===== src/rkbd_pkg.sv =====
`timescale 1ns / 1ps

package rkbd_pkg;

    localparam int ADDR_W = 6;
    localparam int DATA_W = 64;
    localparam int KEY_W  = 128;
    localparam int SN_W   = 7;
    localparam int POS_W  = 4;

    localparam logic [POS_W-1:0] POS_A_INIT = 4'd0;
    localparam logic [POS_W-1:0] POS_B_INIT = 4'd8;
    localparam logic [POS_W:0]   POS_A_LAST = 5'd15;
    localparam logic [POS_W:0]   POS_B_LAST = 5'd12;
    localparam logic [POS_W:0]   POS_B_SPAN = 5'd8;
    localparam logic [SN_W-1:0]  SN_STEP    = 7'd2;
    localparam logic [POS_W-1:0] OFS_SWAP   = 4'd2;
    localparam logic [POS_W-1:0] OFS_NOSWAP = 4'd3;

    localparam logic [14:0] RECIP7  = 15'd147;
    localparam logic [12:0] RECIP12 = 13'd43;

    typedef enum logic [2:0] {
        REG_KEY_A_LO = 3'd0,
        REG_KEY_A_HI = 3'd1,
        REG_KEY_B_LO = 3'd2,
        REG_KEY_B_HI = 3'd3,
        REG_INIT_SN  = 3'd4
    } reg_idx_t;

    typedef struct packed {
        logic [KEY_W-1:0] key_a;
        logic [KEY_W-1:0] key_b;
        logic [SN_W-1:0]  init_sn;
    } cfg_t;

    typedef struct packed {
        logic [POS_W-1:0] pos_a;
        logic [POS_W-1:0] pos_b;
        logic [SN_W-1:0]  sn;
        logic             swap;
    } state_t;

    // x mod 7 via reciprocal multiply, exact for 7-bit x
    function automatic logic [2:0] mod7(input logic [SN_W-1:0] x);
        logic [14:0]     p;
        logic [4:0]      q;
        logic [SN_W-1:0] r;
        p = 15'(x) * RECIP7;
        q = p[14:10];
        r = x - SN_W'(7'(q) * 7'd7);
        return r[2:0];
    endfunction

    // x mod 12 via reciprocal multiply, exact for 7-bit x
    function automatic logic [3:0] mod12(input logic [SN_W-1:0] x);
        logic [12:0]     p;
        logic [3:0]      q;
        logic [SN_W-1:0] r;
        p = 13'(x) * RECIP12;
        q = p[12:9];
        r = x - SN_W'(7'(q) * 7'd12);
        return r[3:0];
    endfunction

endpackage


===== src/rkbd_cfg_regs.sv =====
`timescale 1ns / 1ps

module rkbd_cfg_regs
(
    input  logic                          clk,
    input  logic                          rst_n,
    input  logic                          psel,
    input  logic                          penable,
    input  logic                          pwrite,
    input  logic [rkbd_pkg::ADDR_W-1:0]   paddr,
    input  logic [rkbd_pkg::DATA_W-1:0]   pwdata,
    output logic [rkbd_pkg::DATA_W-1:0]   prdata,
    output rkbd_pkg::cfg_t                cfg
);

    logic [rkbd_pkg::DATA_W-1:0] key_a_lo_reg;
    logic [rkbd_pkg::DATA_W-1:0] key_a_hi_reg;
    logic [rkbd_pkg::DATA_W-1:0] key_b_lo_reg;
    logic [rkbd_pkg::DATA_W-1:0] key_b_hi_reg;
    logic [rkbd_pkg::SN_W-1:0]   init_sn_reg;
    logic                        wr_en;
    rkbd_pkg::reg_idx_t          idx;

    assign wr_en = psel && penable && pwrite;
    assign idx   = rkbd_pkg::reg_idx_t'(paddr[rkbd_pkg::ADDR_W-1:3]);

    always_ff @(posedge clk or negedge rst_n)
    begin
        if (!rst_n)
        begin
            key_a_lo_reg <= '0;
            key_a_hi_reg <= '0;
            key_b_lo_reg <= '0;
            key_b_hi_reg <= '0;
            init_sn_reg  <= '0;
        end
        else if (wr_en)
        begin
            unique case (idx)
                rkbd_pkg::REG_KEY_A_LO: key_a_lo_reg <= pwdata;
                rkbd_pkg::REG_KEY_A_HI: key_a_hi_reg <= pwdata;
                rkbd_pkg::REG_KEY_B_LO: key_b_lo_reg <= pwdata;
                rkbd_pkg::REG_KEY_B_HI: key_b_hi_reg <= pwdata;
                rkbd_pkg::REG_INIT_SN:  init_sn_reg  <= pwdata[rkbd_pkg::SN_W-1:0];
                default:
                begin
                end
            endcase
        end
    end

    always_comb
    begin
        unique case (idx)
            rkbd_pkg::REG_KEY_A_LO: prdata = key_a_lo_reg;
            rkbd_pkg::REG_KEY_A_HI: prdata = key_a_hi_reg;
            rkbd_pkg::REG_KEY_B_LO: prdata = key_b_lo_reg;
            rkbd_pkg::REG_KEY_B_HI: prdata = key_b_hi_reg;
            rkbd_pkg::REG_INIT_SN:  prdata = rkbd_pkg::DATA_W'(init_sn_reg);
            default:                prdata = '0;
        endcase
    end

    assign cfg.key_a   = {key_a_hi_reg, key_a_lo_reg};
    assign cfg.key_b   = {key_b_hi_reg, key_b_lo_reg};
    assign cfg.init_sn = init_sn_reg;

endmodule


===== src/rkbd_step.sv =====
`timescale 1ns / 1ps

module rkbd_step
(
    input  rkbd_pkg::cfg_t    cfg,
    input  rkbd_pkg::state_t  cur,
    input  logic [7:0]        cipher_byte,
    input  logic              restart,
    output logic [7:0]        plain_byte,
    output rkbd_pkg::state_t  nxt
);

    rkbd_pkg::state_t            st;
    logic [7:0]                  kb;
    logic [7:0]                  ka;
    logic [7:0]                  mix;
    logic [7:0]                  swp;
    logic [rkbd_pkg::POS_W:0]    na;
    logic [rkbd_pkg::POS_W:0]    nb;
    logic [rkbd_pkg::SN_W-1:0]   sn_adv;
    logic [2:0]                  m7;
    logic [3:0]                  m12;

    // restart reloads the initial state before this byte
    always_comb
    begin
        if (restart)
        begin
            st.pos_a = rkbd_pkg::POS_A_INIT;
            st.pos_b = rkbd_pkg::POS_B_INIT;
            st.sn    = cfg.init_sn;
            st.swap  = 1'b0;
        end
        else
        begin
            st = cur;
        end
    end

    assign kb  = cfg.key_b[{st.pos_b, 3'b000} +: 8];
    assign ka  = cfg.key_a[{st.pos_a, 3'b000} +: 8];
    assign mix = kb ^ {1'b0, st.sn} ^ cipher_byte;
    assign swp = st.swap ? {mix[3:0], mix[7:4]} : mix;
    assign plain_byte = swp ^ ka;

    assign na     = {1'b0, st.pos_a} + 5'd1;
    assign nb     = {1'b0, st.pos_b} + 5'd1;
    assign sn_adv = st.sn + rkbd_pkg::SN_STEP;
    assign m7     = rkbd_pkg::mod7(sn_adv);
    assign m12    = rkbd_pkg::mod12(sn_adv);

    always_comb
    begin
        nxt = st;
        priority if (na <= rkbd_pkg::POS_A_LAST)
        begin
            nxt.pos_a = na[rkbd_pkg::POS_W-1:0];
            if (nb > rkbd_pkg::POS_B_LAST)
            begin
                nxt.pos_b = '0;
                nxt.swap  = ~st.swap;
            end
            else
            begin
                nxt.pos_b = nb[rkbd_pkg::POS_W-1:0];
            end
        end
        else if (nb <= rkbd_pkg::POS_B_SPAN)
        begin
            nxt.pos_a = '0;
            nxt.pos_b = nb[rkbd_pkg::POS_W-1:0];
            nxt.swap  = ~st.swap;
        end
        else
        begin
            // both keys exhausted
            nxt.sn = sn_adv;
            if (st.swap)
            begin
                nxt.swap  = 1'b0;
                nxt.pos_a = rkbd_pkg::POS_W'(m7);
                nxt.pos_b = m12 + rkbd_pkg::OFS_SWAP;
            end
            else
            begin
                nxt.swap  = 1'b1;
                nxt.pos_b = rkbd_pkg::POS_W'(m7);
                nxt.pos_a = m12 + rkbd_pkg::OFS_NOSWAP;
            end
        end
    end

endmodule


===== src/rolling_key_byte_decryptor_core.sv =====
`timescale 1ns / 1ps

// channel  | direction | handshake          | payload
// input    | in        | in_valid/in_stall  | cipher_byte, restart
// output   | out       | out_valid/out_stall| plain_byte
// config   | in/out    | apb psel/penable   | paddr, pwdata, prdata
//
// one byte per cycle sustained while out_stall is low; each byte passes the input and then the output register
// input register feeds the key/state logic, which writes the output register
// key state advances when a byte moves from the input to the output register
// rst_n is asynchronous; keys clear to zero, positions to a=0 b=8
// out_stall holds the output register; in_stall rises only when both registers are full

module rolling_key_byte_decryptor_core
(
    input  logic                          clk,
    input  logic                          rst_n,
    input  logic                          in_valid,
    output logic                          in_stall,
    input  logic [7:0]                    cipher_byte,
    input  logic                          restart,
    output logic                          out_valid,
    input  logic                          out_stall,
    output logic [7:0]                    plain_byte,
    input  logic                          psel,
    input  logic                          penable,
    input  logic                          pwrite,
    input  logic [rkbd_pkg::ADDR_W-1:0]   paddr,
    input  logic [rkbd_pkg::DATA_W-1:0]   pwdata,
    output logic [rkbd_pkg::DATA_W-1:0]   prdata,
    output logic                          pready
);

    rkbd_pkg::cfg_t    cfg;
    rkbd_pkg::state_t  state_reg;
    rkbd_pkg::state_t  state_next;
    logic              in_valid_reg;
    logic [7:0]        in_byte_reg;
    logic              in_restart_reg;
    logic              out_valid_reg;
    logic [7:0]        out_byte_reg;
    logic [7:0]        out_byte_next;
    logic              advance;
    logic              move;
    logic              take;

    assign pready = 1'b1;

    rkbd_cfg_regs u_cfg
    (
        .clk     (clk),
        .rst_n   (rst_n),
        .psel    (psel),
        .penable (penable),
        .pwrite  (pwrite),
        .paddr   (paddr),
        .pwdata  (pwdata),
        .prdata  (prdata),
        .cfg     (cfg)
    );

    rkbd_step u_step
    (
        .cfg         (cfg),
        .cur         (state_reg),
        .cipher_byte (in_byte_reg),
        .restart     (in_restart_reg),
        .plain_byte  (out_byte_next),
        .nxt         (state_next)
    );

    assign advance  = !out_valid_reg || !out_stall;
    assign move     = in_valid_reg && advance;
    assign in_stall = in_valid_reg && !advance;
    assign take     = in_valid && !in_stall;

    always_ff @(posedge clk or negedge rst_n)
    begin
        if (!rst_n)
        begin
            in_valid_reg    <= 1'b0;
            out_valid_reg   <= 1'b0;
            state_reg.pos_a <= rkbd_pkg::POS_A_INIT;
            state_reg.pos_b <= rkbd_pkg::POS_B_INIT;
            state_reg.sn    <= '0;
            state_reg.swap  <= 1'b0;
        end
        else
        begin
            if (!in_stall)
            begin
                in_valid_reg <= in_valid;
            end
            if (advance)
            begin
                out_valid_reg <= in_valid_reg;
            end
            if (move)
            begin
                state_reg <= state_next;
            end
        end
    end

    always_ff @(posedge clk)
    begin
        if (take)
        begin
            in_byte_reg    <= cipher_byte;
            in_restart_reg <= restart;
        end
        if (move)
        begin
            out_byte_reg <= out_byte_next;
        end
    end

    assign out_valid  = out_valid_reg;
    assign plain_byte = out_byte_reg;

endmodule


===== config.mk =====
export PLATFORM = sky130hd
export DESIGN_NAME = rolling_key_byte_decryptor_core
export DESIGN_NICKNAME = d
export VERILOG_FILES = /design/src/rkbd_pkg.sv /design/src/rkbd_cfg_regs.sv /design/src/rkbd_step.sv /design/src/rolling_key_byte_decryptor_core.sv
export SDC_FILE = /design/constraint.sdc
export NUM_CORES = 1
export LEC_CHECK = 0
export BUFFER_PORTS_ARGS = -buffer_cell sky130_fd_sc_hd__buf_4
export CORE_ASPECT_RATIO = 1.2
export CORE_UTILIZATION = 35
export CTS_BUF_LIST = sky130_fd_sc_hd__clkbuf_8
export CTS_CLUSTER_SIZE = 10
export DETAILED_ROUTE_END_ITERATION = 10
export HOLD_SLACK_MARGIN = 0.02
export PLACE_DENSITY = 0.55
export SLEW_MARGIN = 20
export SYNTH_ARGS = -nofsm -noshare
export SYNTH_HDL_FRONTEND = slang
export SYNTH_SLANG_ARGS = --single-unit

===== constraint.sdc =====
create_clock -name clk -period 7.9 [get_ports clk]
set_input_delay 1.185 -clock clk [delete_from_list [all_inputs] [get_ports clk]]
set_output_delay 1.185 -clock clk [all_outputs]
set_load 0.03 [all_outputs]

# == Word level (Yosys, flattened, before mapping) ==
# Index checks and enable logic that the tools add are counted.
# totals
regBits,298
latch_bits,0
ramBits,0
rom_bits,0
output_inout_bits,75
elab_cells,67
n_memories,0
# op_classes
n_addsub,7
n_mul,4
div_mod_pow,0
order_cmp,3
n_eq_ne,4
shift,2
muxes,13
bitwise,4
n_reduce_logical,16
# op_table
cell,count
$pmux 64 s5,1
$shiftx 128x8->8,2
$mux 8,4
$mux 16,1
$xor 8x8->8,2
$mul 7x8->15 const B,1
$mux 7,2
$mul 7x6->13 const B,1
$add 4x1->5 const B,2
$le 5x4->1 const B,2
$reduce_and 2->1,5
$add 4x2->4 const B,2
$xor 8x7->8,1
$add 7x2->7 const B,1
$eq 3x2->1 const B,2
$gt 5x4->1 const B,1
$logic_and 1x1->1,5
$mul 5x3->3 const B,1
$logic_not 1->1,4
$mul 4x2->2 const B,1
$mux 1,4
$mux 4,1
$sub 4x4->4,1
$eq 3x1->1 const B,1
other kinds (5),5

# == Depth between registers and ports, before layout ==
# Gate-level depths: netlist of the first run.
# logic_depth
word_depth,9
mapped_depth,29

# == Modules after synthesis ==
# A second synthesis of the first run with hierarchy kept.
# hier_totals
cells_unflattened,1461
hier_area_um2,18061.1
# by_module_without_submodules
mod,instances,cells_per_inst,area_per_inst_um2
rkbd_cfg_regs,1,737,11892.7
rkbd_step,1,664,4912.2
rolling_key_byte_decryptor_core,1,60,1256.2

# == Worst setup path after synthesis of the first run ==
# No wires, ideal clock.
# synth_timing
path_type,register to register
start,register in_restart_reg
end,register state_reg[10] (netlist name)
t_arrival_ns,6.642
t_required_ns,7.796
slack_ns,1.154
stages_incl_launch_ff,29
n_path_buf,3
synth_period_minus_slack_ns,6.746
path_cell_list,edfxtp_1 > buf_6 > buf_4 > buf_2 > mux2i_1 > inv_1 > ha_1 > or3b_1 > xor2_2 > ha_1 > fa_1 > ha_1 > fa_1 > ha_1 > a211oi_1 > o21ai_0 > o2111ai_1 > nand2_1 > a21oi_1 > xnor2_1 > ha_1 > inv_1 > fa_1 > xnor2_1 > xnor2_1 > xnor2_1 > xnor2_1 > nand2_1 > a221oi_1
# synth_via
elab_chain_len,9
# synth_rtl
element,line_no,rtl
from (decl),rolling_key_byte_decryptor_core.sv:39,logic in_restart_reg;
from (signal assigned),rolling_key_byte_decryptor_core.sv:110,in_restart_reg <= restart;
$mux 16 (*),rkbd_step.sv:27,if (restart)
$add 7x2->7,rkbd_step.sv:48,assign sn_adv = st.sn + rkbd_pkg::SN_STEP;
$mul 7x6->13,rkbd_pkg.sv:60,p = 13'(x) * RECIP12;
$mul 4x2->2,rkbd_pkg.sv:62,r = x - SN_W'(7'(q) * 7'd12);
$sub 4x4->4,rkbd_pkg.sv:62,
$add 4x2->4,rkbd_step.sv:82,nxt.pos_b = m12 + rkbd_pkg::OFS_SWAP;
$mux 8,rkbd_step.sv:78,if (st.swap)
$mux 8,rkbd_step.sv:68,else if (nb <= rkbd_pkg::POS_B_SPAN)
$mux 8 (*),rkbd_step.sv:55,priority if (na <= rkbd_pkg::POS_A_LAST)
to (signal assigned),rolling_key_byte_decryptor_core.sv:100,state_reg <= state_next;
to (decl),rolling_key_byte_decryptor_core.sv:35,rkbd_pkg::state_t state_reg;
# Mark *: on every way between the ends. The rest lies on a longest branch, timed or not.
# A chain may end at the register's enable or synchronous reset.

# == Worst setup path in the final report of the first run ==
# Same ends and word-level chain as after synthesis.

==> summary.txt, run 1 <==
Worst setup path
  – Slowest cell delay on critical path: 690 ps
  – Crit path from: in_restart_reg
  – Buffers and inverters on the worst path: 2
  – Worst Setup Start Kind: flip-flop
  – Crit Path Class: flip-flop to flip-flop
  – Slowest cell on crit path: edfxtp_1
  – Setup crit end kind: flip-flop
  – WP data required: 8430 ps
  – Worst EP arrival: 7330 ps
  – Crit Reg-Reg Startpoint: in_restart_reg
  – CP Max Fanout: 7
  – Crit path max-delay family: adder cells

Finish
  – P&R area growth vs syn: 16.4%
  – Share of layout cells above drive strength 1: 34.5%
  – Fin area: 0.0199 mm²
  – Final net count: approximately 1800

Floorplanning
  – Die ar.: approximately 0.05 mm²
  – Starting density of the core: 35.5%
  – Die W: ~200 µm
  – CORE AREA: 0.0482 mm²
  – Core Rows: between 80 and 90
  – Io pins: 161
  – Die height: 244 µm

STA
  – Setup ws final: ~1100 ps
  – Final Skew: 28.4 ps
  – Endpoints failing hold: 0
  – Slew Viols, Final: 0
  – Minimum clock period: 6800 ps
  – Max Clk Rate: around 150 MHz
  – Hold slack: 481 ps
  – Final setup violation count: 0
  – Fin crit share: a little under nine tenths
  – Rel. slew slack: 12.9%
  – Setup TNS: 0 ps
  – RSZ-0062 raised after global routing: no
  – Worst Max-Slew Pin Slew: ~1300 ps

Power
  – Switching power: between 2000 and 3000 µW
  – Total power: 6470 µW
  – Int Pwr: between 3000 and 4000 µW
  – Seq pwr share: 33.4%
  – Static Leak: around 0.0092 µW
  – Clk pwr share: 21.9%
  – Comb power frac: 44.7%
  – Worst VDD drop: 0.196 mV
  – Pwr/cell area: 325 mW/mm²
  – Sw frac: 40.1%

Yosys
  – Avg Inst Size Synth: 11.6 µm²
  – Primary FF master, synth: dfrtp_1
  – FFs w/ async S/R, synth: 94.3%
  – Yosys top cell area share: between 40% and 50%
  – Post-synthesis sequential area ratio: between 40 and 50%
  – Synth warn: 0
  – Synth cell types: between 70 and 80
  – Mapped Area: 0.0171 mm²
  – Ranking of synthesized cells by area: dfrtp_1, mux2_2, a22oi_1
  – Top cells by count, synth: dfrtp_1, mux2_2, a22oi_1
  – Syn Inst Count: roughly 1500
  – Number of synthesized flops with an enable pin: 17
  – Area leader, netlist: dfrtp_1
  – Synthesized Nets: 1636
  – Most frequent cell after synthesis: dfrtp_1
  – #FFs+latches synth: 298

Routing
  – Vias: 12700
  – Initial detailed-routing violation count: 769
  – Total routed wirelength: 54500 µm
  – 1st-pass router iterations: 5
  – Avg WL per Cell: 23.9 µm
  – DRC: 0
  – Vias/cell: 5.57
  – Antenna viol nets, final: 0

Clock tree
  – Hold buffers post-CTS: 0
  – Cts bufs inserted: 51
  – Resized Gates After CTS: 0
  – Clk Latency, worst-skew pair: 630 ps
  – H-tree Lvls: 2
  – CTS tree: built
  – Root Driver: clkbuf_8
  – Clk sink count: around 300
  – CTS clock-pin slew for the worst setup and hold paths: 70 ps
  – CTS Buffer Depth: 3
  – Postcts setup bufs: 0

Placed design
  – Dpl hpwl: around 37000 µm
  – Placer Congestion: 0.834
  – Port-buffer cells: approximately 160
  – Post-DP Area: 0.0189 mm²
  – Dpl ws: 1080 ps

GRT
  – Pin count of the biggest net entering global routing: 120
  – Total GRT Usage: 22.0%
  – GRT overflow: 0
  – Initial antenna violation count: 3
  – Vias in the first global route: between 10000 and 15000
  – First-pass GRT wire length: 82800 µm

Min path
  – Hold Crit Start: state_reg[4]
  – Worst min-delay path class: flip-flop to flip-flop

Run status
  – Status: completed

Run
  – Max cap viols: 0
[cell usage in the layout, fill, tap and decap left out, drive strengths merged, types with 3 or more instances in the layout]
cell,Yosys,layout
a2111oi,10,10
a211oi,15,15
a21oi,26,26
a221o,15,15
a221oi,23,23
a22oi,118,118
a31oi,9,9
buf,40,187
clkbuf,62,62
clkinv,1,6
dfrtp,280,280
edfxtp,17,17
fa,10,10
ha,65,65
inv,50,75
mux2,270,270
mux2i,67,67
mux4,16,16
nand2,117,117
nand2b,10,10
nand3,7,7
nand4,4,4
nor2,71,71
nor2b,8,8
nor3,16,16
nor4,3,3
o2111ai,3,3
o21a,3,3
o21ai,34,34
o221ai,4,4
o22ai,13,13
or2,5,5
xnor2,42,42
xor2,14,14
[power groups by stage]
| stage | clock, µW | sequential [µW] | combinational (µW) |
|---|---|---|---|
| floorplan | 0 | 2120 | 2050 |
| global placement | 0 | 2170 | 2870 |
| detailed placement | 0 | 2180 | 2890 |
| CTS | 1460 | 2160 | 2920 |
| global route | 1520 | 2200 | 3170 |
| finish | 1420 | 2160 | 2890 |
[stage by stage]
| stage | instances | util (%) |
|---|---|---|
| 2_1_floorplan | 1475 | - |
| 3_5_place_dp | 2190 | 39.2 |
| 3_3_place_gp | 2190 | 39.2 |
| 6_report | 2286 | 41.3 |
| 4_1_cts | 2284 | 41.3 |
| 5_1_grt | 2286 | 41.3 |
[worst paths after layout]
check,endpoint,slack [ps],cells past startpoint
max in group asynchronous,state_reg[8],5840,2
setup / recovery,state_reg[10],1100,25
min in group asynchronous,u_cfg.key_a_hi_reg[24],620,1
hold / removal,state_reg[4],480,2
setup reg to reg,state_reg[10],1100,25
hold reg to reg,state_reg[4],480,2
[tightest hold or removal path: cells and delay by family, from the launching register on]
family	cells	cell delay [ps]
AOI/OAI and AO/OA	1	60
DFF	1	340
and+or+nand+nor	1	50
[layer usage]
layer	global-route usage (%)	wire, µm
met2	35.0	25800
met3	3.13	2610
met4	8.82	2030
met1	29.9	24100
met5	0	0
[cells by family (layout without fill, tap and decap cells)]
kind of cell / after synthesis / after routing / synth area share (%)
compound gates: 289 / 289 / 12.5
flops: 298 / 298 / 44.1
other cells: 1 / 3 / 0.0219
fa+ha+maj: 75 / 75 / 5.92
xor+xnor: 56 / 56 / 2.91
simple gates: 250 / 250 / 6.45
buf+inv: 153 / 332 / 4.06
mux: 353 / 353 / 24.1
[area by class of cell]
cell class	count	area (µm²)
Multi-Input combinational cell	1024	8930
Tap cell	630	788
Sequential cell	298	7550
Timing Repair Buffer	187	1420
Inverter	51	191
Clock inverter	32	176
Clock buffer	62	853
Fill cell	4687	28300
Antenna cell	2	5.00
Note: power is estimated with default switching activity, not from simulation.
==> run 2, diff against run 1 <==
--- a/config.mk
+++ b/config.mk
@@ -12,7 +12,6 @@
 export CTS_CLUSTER_SIZE = 10
 export DETAILED_ROUTE_END_ITERATION = 10
 export HOLD_SLACK_MARGIN = 0.02
-export PLACE_DENSITY = 0.55
 export SLEW_MARGIN = 20
 export SYNTH_ARGS = -nofsm -noshare
 export SYNTH_HDL_FRONTEND = slang
==> summary.txt, run 2 (synthesis gave the netlist of run 1 again) <==
Worst setup path
  – FF-to-FF path depth: 27 (+8.0%)
  – Crit Path Class: flip-flop to flip-flop
  – Crit path to: state_reg[10]
  – Crit path max-delay family: adder cells
  – Crit path from: in_restart_reg
  – Setup crit end kind: flip-flop
  – Slowest cell on crit path: fa_1
  – WP data required: 8410 ps (-20 ps)
  – Slowest cell delay on critical path: 460 ps (-230 ps)
  – FF-to-FF setup slack: 1060 ps (-50 ps)
  – CP Max Fanout: 10 (+3)
  – R2r endpoint: state_reg[10]
  – Crit path depth: 27 (+8.0%)
  – Worst Setup Start Kind: flip-flop
  – Crit Reg-Reg Startpoint: in_restart_reg
  – Buffers and inverters on the worst path: 4 (+2)
  – Worst EP arrival: 7360 ps (+30 ps)

Clock tree
  – H-tree Lvls: 2 (unchanged)
  – Root Driver: clkbuf_8
  – Clk Latency, worst-skew pair: 640 ps (about the same)
  – Clk sink count: 298 (unchanged)
  – CTS clock-pin slew for the worst setup and hold paths: 60 ps (about the same)
  – Resized Gates After CTS: 0 (unchanged)
  – Cts bufs inserted: 52 (+2.0%)
  – CTS Buffer Depth: 3 (unchanged)
  – Postcts setup bufs: 0 (unchanged)
  – Hold buffers post-CTS: 0 (unchanged)
  – CTS tree: built

GRT
  – Initial antenna violation count: 3 (unchanged)
  – GRT overflow: 0 (unchanged)
  – Pin count of the biggest net entering global routing: 116 (-3.3%)
  – First-pass GRT wire length: 81800 µm (-1.2%)
  – Total GRT Usage: 21.5% (-0.46 points)
  – Vias in the first global route: 13100 (+1.0%)

Finish
  – Most common cell after layout, fill and taps aside: dfrtp_1
  – Share of layout cells above drive strength 1: 34.9% (+0.44 points)
  – Fin area: 0.0200 mm² (+0.25%)
  – Layout fillers: 4648 (-0.83%)
  – Final net count: 1771 (-0.17%)
  – Most frequent cells in the layout: dfrtp_1, mux2_2, buf_4, a22oi_1, nand2_1
  – P&R area growth vs syn: 16.6%

Power
  – Static Leak: 0.00917 µW (about the same)
  – Worst VDD drop: 0.166 mV (-15%)
  – Total power: 6520 µW (+0.89%)
  – Pwr/cell area: 327 mW/mm² (+0.64%)

Floorplanning
  – Io pins: 161 (unchanged)
  – CORE AREA: 0.0482 mm² (unchanged)
  – Die height: 244 µm (unchanged)
  – Die ar.: 0.0498 mm² (unchanged)
  – Die W: 204 µm (unchanged)
  – Core Rows: 88 (unchanged)
  – Starting density of the core: 35.5% (unchanged)

Routing
  – Vias/cell: 5.60 (+0.70%)
  – Avg WL per Cell: 23.3 µm (-2.4%)
  – Antenna viol nets, final: 0 (unchanged)
  – DRC: 1 (+1)
  – 1st-pass router iterations: 8 (+3)
  – Initial detailed-routing violation count: 1146 (+49%)
  – Total routed wirelength: 53300 µm (-2.4%)
  – Vias: 12800 (+0.70%)

STA
  – Worst Max-Slew Pin Slew: 1110 ps (-163 ps)
  – Max Clk Rate: 146 MHz (-0.72%)
  – Rel. slew slack: 24.1% (+11 points)
  – Fin crit share: 86.6% (+0.62 points)
  – Hold slack: 493 ps (+11.9 ps)
  – Endpoints failing hold: 0 (unchanged)
  – Final setup violation count: 0 (unchanged)
  – Setup TNS: 0 ps (unchanged)
  – Slew Viols, Final: 0 (unchanged)
  – RSZ-0062 raised after global routing: no
  – Minimum clock period: 6840 ps (+49.2 ps)
  – Final Skew: 26.5 ps (-1.93 ps)

Min path
  – Worst hold path depth: 2 (unchanged)
  – Worst min-delay path class: flip-flop to flip-flop

Placed design
  – Dpl hpwl: 36100 µm (-1.2%)
  – Placer Congestion: 0.921 (+10%)
  – Port-buffer cells: 156 (unchanged)
  – Post-DP Area: 0.0189 mm² (about the same)

Run
  – Max cap viols: 0 (unchanged)

Run status
  – Failing checks: design-rule violations
  – Status: finished, violations left
run 2: cell count changes in the layout (fill, tap and decap cells not counted), moves of 5 or more:
cell,change
clkbuf_8,+6
inv_1,-8
clkinv_2,+6
buf_4,-5
run 2: report_power, final:
group	leakage [µW]	internal (µW)	switching, µW
Sequential	0.00373	1880	276
Clock	0.000632	778	679
Combinational	0.00480	1250	1660
run 2: layout make-up:
class                           instances  area (µm²)  share of cell area, %
Multi-Input combinational cell       1024        8930                   44.8
Sequential cell                       298        7550                   37.8
Timing Repair Buffer                  183        1410                   7.04
Clock buffer                           68         936                   4.69
Tap cell                              630         788                   3.95
Inverter                               51         191                  0.959
Clock inverter                         29         153                  0.765
Antenna cell                            3        7.51                 0.0376
run 2: tightest hold or removal path: stages, from the launching register on:
cell and delay, ps:
dfrtp_1 350, nand2_1 50, o21ai_0 60
run 2: layer usage:
metal	track usage (%)	wire length, µm	up-vias
met2	34.6	25800	436
li1	-	-	5739
met3	3.22	2700	95
met4	8.93	1930	0
met1	28.8	22800	6543
met5	0	0	-
run 2: worst min-delay path by stage:
stage | from | end
2_1_floorplan | state_reg[4] | state_reg[4]
3_3_place_gp | state_reg[4] | state_reg[4]
3_5_place_dp | state_reg[4] | state_reg[4]
4_1_cts | state_reg[4] | state_reg[4]
5_1_grt | state_reg[5] | state_reg[5]
6_report | state_reg[4] | state_reg[4]
run 2: metrics by stage:
| stage | util, % | instances | worst slack [ps] |
|---|---|---|---|
| floorplan | - | 1475 | 1150 |
| global route | 41.4 | 2285 | 562 |
| global placement | 39.1 | 2186 | 1150 |
| CTS | 41.4 | 2283 | 1020 |
| detailed placement | 39.1 | 2186 | 1100 |
| finish | 41.4 | 2286 | 1060 |
